`config.mk`:
```
export PLATFORM = sky130hd
export DESIGN_NAME = rmq_div_cell
export DESIGN_NICKNAME = d
export VERILOG_FILES = /design/src/rmq_pkg.sv /design/src/rmq_div_cell.sv
export SDC_FILE = /design/constraint.sdc
export NUM_CORES = 1
export LEC_CHECK = 0
export ABC_AREA = 1
export ABC_CLOCK_PERIOD_IN_PS = 1000
export BUFFER_PORTS_ARGS = -buffer_cell sky130_fd_sc_hd__buf_2
export CORE_MARGIN = 3
export CORE_UTILIZATION = 47
export CTS_CLUSTER_SIZE = 12
export DETAILED_ROUTE_END_ITERATION = 10
export GPL_TIMING_DRIVEN = 0
export HOLD_SLACK_MARGIN = 0.02
export PLACE_DENSITY_LB_ADDON = 0.08
export SYNTH_ARGS = -nofsm -noshare
export SYNTH_HDL_FRONTEND = slang
export SYNTH_SLANG_ARGS = --single-unit
```
`constraint.sdc`:
```
create_clock -name clk -period 1 [get_ports clk]
set_input_delay 0.1 -clock clk [delete_from_list [all_inputs] [get_ports clk]]
set_output_delay 0.1 -clock clk [all_outputs]
set_load 0.03 [all_outputs]
```
`src/rmq_pkg.sv`:
```
// Shared constants, types and axis helper for the rotation matrix to quaternion core.
package rmq_pkg;

    localparam int IN_W  = 16;
    localparam int NUM_W = IN_W + 1;
    localparam int Q_W   = 16;

    localparam logic signed [Q_W-1:0] Q_MAX = 16'sh7FFF;
    localparam logic signed [Q_W-1:0] Q_MIN = -16'sh8000;

    typedef logic [1:0] axis_t;

    localparam axis_t AXIS_X = 2'd0;
    localparam axis_t AXIS_Y = 2'd1;
    localparam axis_t AXIS_Z = 2'd2;

    typedef struct packed {
        logic           deg;
        logic [Q_W-1:0] val;
    } comp_t;

    function automatic axis_t next_axis(input axis_t a);
        axis_t r;
        case (a)
            AXIS_X:  r = AXIS_Y;
            AXIS_Y:  r = AXIS_Z;
            default: r = AXIS_X;
        endcase
        return r;
    endfunction

endpackage

```
`src/rmq_div_cell.sv`:
```
// One quotient-bit cell of the pipelined restoring divider.
module rmq_div_cell
    import rmq_pkg::*;
#(
    parameter int DW   = 33,
    parameter int DENW = 19,
    parameter int SIDE = 2
) (
    input  logic            clk,
    input  logic            rst_n,
    input  logic            en,
    input  logic            vld_i,
    input  logic [DW-1:0]   dvd_i,
    input  logic [DENW-1:0] den_i,
    input  logic [DENW-1:0] rem_i,
    input  logic [DW-1:0]   quo_i,
    input  logic [SIDE-1:0] side_i,
    output logic            vld_o,
    output logic [DW-1:0]   dvd_o,
    output logic [DENW-1:0] den_o,
    output logic [DENW-1:0] rem_o,
    output logic [DW-1:0]   quo_o,
    output logic [SIDE-1:0] side_o
);

    logic            vld_reg;
    logic [DW-1:0]   dvd_reg;
    logic [DENW-1:0] den_reg;
    logic [DENW-1:0] rem_reg;
    logic [DW-1:0]   quo_reg;
    logic [SIDE-1:0] side_reg;

    logic [DENW:0]   r2;
    logic [DENW:0]   diff;
    logic            ge;
    logic [DENW-1:0] rem_next;

    always_comb
    begin
        r2       = {rem_i, dvd_i[DW-1]};
        ge       = r2 >= {1'b0, den_i};
        diff     = r2 - {1'b0, den_i};
        rem_next = ge ? diff[DENW-1:0] : r2[DENW-1:0];
    end

    always_ff @(posedge clk or negedge rst_n)
    begin
        if (!rst_n)
        begin
            vld_reg <= 1'b0;
        end
        else if (en)
        begin
            vld_reg <= vld_i;
        end
    end

    always_ff @(posedge clk)
    begin
        if (en)
        begin
            dvd_reg  <= {dvd_i[DW-2:0], 1'b0};
            den_reg  <= den_i;
            rem_reg  <= rem_next;
            quo_reg  <= {quo_i[DW-2:0], ge};
            side_reg <= side_i;
        end
    end

    assign vld_o  = vld_reg;
    assign dvd_o  = dvd_reg;
    assign den_o  = den_reg;
    assign rem_o  = rem_reg;
    assign quo_o  = quo_reg;
    assign side_o = side_reg;

endmodule

```
==> results_dict.tcl <==
set metrics [dict create \
    syn-num-nets 540 \
    layout-drive-gt1-share 0.426 \
    drt_iter0_drc 390 \
    cts_buffers 9 \
    dpl.cell_count 754 \
    gp_congestion 0.909 \
    clkPwrFrac 0.222 \
    p_sw_frac 0.328 \
    dr.pass1.iters 5 \
    timing.fmax_mhz 657 \
    layout.cells.non_filler 891 \
    p_int_mw 8.12 \
    p_per_area_nw_per_um2 1440 \
    rr_startpoint "vld_o" \
    cts.path.max_buffers 2 \
    fin_setup_tns_ps -13970 \
    synth_top_area_cell "edfxtp_1" \
    fin_worst_skew_ps 0 \
    ys_top_cells_by_area "edfxtp_1 67%, nand2_1 9.7%, ha_1 5.0%, inv_1 4.3%, nand3_1 2.0%" \
    wl_um 16300 \
    period_share 1.52 \
    root_buffer "clkbuf_8" \
    regToRegEndpoint "vld_o" \
    cts.sinks 106 \
    cts_tree "done" \
    final_nets 886 \
    crit_arrival_ps 1780 \
    via_count 4365 \
    slew_viol_final 0 \
    antenna_found_initial 1 \
    pwr-share-seq 0.463 \
    die_x_um 106 \
    ant_nets 0 \
    period_needed_ps 1520 \
    end_kind "flip-flop" \
    power.leakage_nw 3.80 \
    yosysWarningCount 0 \
    ys_seq_elements 106 \
    whs_path_depth 3 \
    seq_area_frac_synth 0.671 \
    path_cells "buf_8, inv_12, ha_4, fa_2, nand3b_1, nand2_2, nand3_2, nand3_2, nand2_2, nand2_4, buf_4, clkbuf_16, nand3_1, nand2_2" \
    synth.distinct_cells 31 \
    reg2reg_depth 1 \
    netlist.area_leader.share 0.666 \
    synthArstFlopShare 0.00943 \
    num_rows 35 \
    first_global_vias 4684 \
    drc 0 \
    crit_path_top_delay_cell "fa_2" \
    failed_checks "setup timing" \
    r2r_slack_ps 230 \
    grt_max_degree 73 \
    crit_type "input port to flip-flop" \
    crit_path_frequent_cell "nand2_2" \
    grt_pass1_wl_um 25000 \
    fp.dieH_um 106 \
    io_buffers 214 \
    via_per_inst 4.90 \
    preCtsSetupSlack_ps -1170 \
    peakVddDrop_mv 0.841 \
    timing.hold.ws_ps 57.0 \
    outcome "finished with violations" \
    area_delta_synth_final_pct 77.5 \
    insertion_delay_ps 380 \
    hold_path.startpoint "rem_i[12]" \
    pin_count 217 \
    grt_usage 0.288 \
    setup_viol 126 \
    start_util 0.498 \
    netlist_instances 410 \
    crit_fanout 5 \
    synth.top_cells.by_count "122 x nand2_1, 105 x edfxtp_1, 54 x inv_1, 23 x nor2_1" \
    combPwrFrac 0.315 \
    rsz0062_at_grt "yes" \
    core-area_um2 9500 \
    holdPathEnd "rem_o[13]" \
    synth_edf_count 105 \
    ys.flop_type "edfxtp_1" \
    cp.required_ps 1260 \
    maxCapViolCount 0 \
    wl_per_cell_um 18.3 \
    postSynthAreaPerCell_um2 11.5 \
    worst_slack_ps -522 \
    path_clk_slew_ps 110 \
    htreeDepth 3 \
    hold_viol 0 \
    grt-ovfl-total 0 \
    critPathLaunchType "input port" \
    slowest_delay_ps 340 \
    die-area_um2 11300 \
    synth_area_um2 4730 \
    synth_most_common_cell "nand2_1" \
    hold_class "input port to flip-flop" \
    dp_hpwl_um 8690 \
    switchingPower_mw 3.97 \
]
[critical path: cells and delay by family]
family / cells / cell delay [ps]
and+or+nand+nor: 8 / 820
buffers and inverters: 4 / 380
adders and majority gates: 2 / 490
[cells by family after synthesis]
group,count (synthesis),synth area share
simple gates,192,0.175
flops,106,0.671
buf+inv,60,0.0545
fa+ha+maj,20,0.0545
compound gates,20,0.0230
xor+xnor,10,0.0185
other cells,1,0.000792
mux,1,0.00238
[routing by layer]
layer  up-vias  track usage  share of wire
li1       2050            -              -
met1      2039        0.316           0.35
met2       232        0.520           0.53
met3        44       0.0838          0.085
met4         0        0.117          0.035
met5         -            0              0
[placed cells by master (no fill, tap or decap), types with 5 or more instances in the layout]
| master | Yosys | layout |
|---|---|---|
| inv_1 | 54 | 48 |
| buf_2 | 0 | 105 |
| nand2_1 | 122 | 105 |
| nand3b_1 | 5 | 5 |
| a21oi_1 | 10 | 7 |
| nor2_1 | 23 | 21 |
| nand2_2 | 10 | 21 |
| nor3_1 | 5 | 5 |
| inv_2 | 1 | 6 |
| clkbuf_8 | 0 | 9 |
| edfxtp_1 | 105 | 105 |
| buf_4 | 1 | 21 |
| dlygate4sd3_1 | 0 | 98 |
| nand2_4 | 1 | 7 |
| xor2_1 | 7 | 7 |
| buf_6 | 2 | 108 |
| nand3_1 | 19 | 18 |
| ha_4 | 0 | 15 |
[power groups by stage]
stage | Combinational (mW) | Clock (mW) | Sequential, mW
after global placement | 2.52 | 0 | 5.55
final | 3.80 | 2.69 | 5.59
after global routing | 4.02 | 2.88 | 5.63
after detailed placement | 2.56 | 0 | 5.55
after CTS | 3.57 | 2.68 | 5.56
after floorplan | 0.805 | 0 | 6.42
[worst max-delay path by stage]
stage                     startpoint         to  slack, ps  cells past startpoint
after floorplan            dvd_i[32]  rem_o[17]       -780                     13
after global placement            en      vld_o      -1290                      2
after detailed placement   dvd_i[32]   rem_o[9]      -1170                     14
after CTS                  dvd_i[32]  rem_o[12]       -470                     14
after global routing       dvd_i[32]  rem_o[12]       -590                     14
final                      dvd_i[32]  rem_o[17]       -520                     14
[through the flow]
step	instance area (um2)	utilization	power, mW
global placement	6020	0.633	8.07
detailed placement	6050	0.636	8.11
floorplan	4790	-	7.22
finish	8400	0.884	12.1
CTS	8250	0.868	11.8
global route	8400	0.884	12.5
[repair_timing]
action | in CTS | in global routing
endpoints found under the hold margin | 97 | 0
endpoints found under the setup margin | 126 | 126
hold buffers | 98 | 0
buffers inserted | 15 | 5
gates cloned | 1 | 1
pin swaps | 21 | 9
gates resized for setup | 246 | 22
[flip-flops by register name (all words and copies together) (netlist names)]
register,cells
rem_o,19
vld_o,1
quo_o,33
den_o,19
side_o,2
dvd_o,32
[area by class of cell]
class	count	area (um2)
repair buffers	335	2970
inverters	56	230
plain buffers	4	57.6
clock buffers	9	124
diodes	1	2.50
multi-input cells	244	1610
flip-flops and latches	106	3180
well taps	129	161
fillers	434	1100
clock inverters	7	68.8
(Power assumes the default switching activity.)
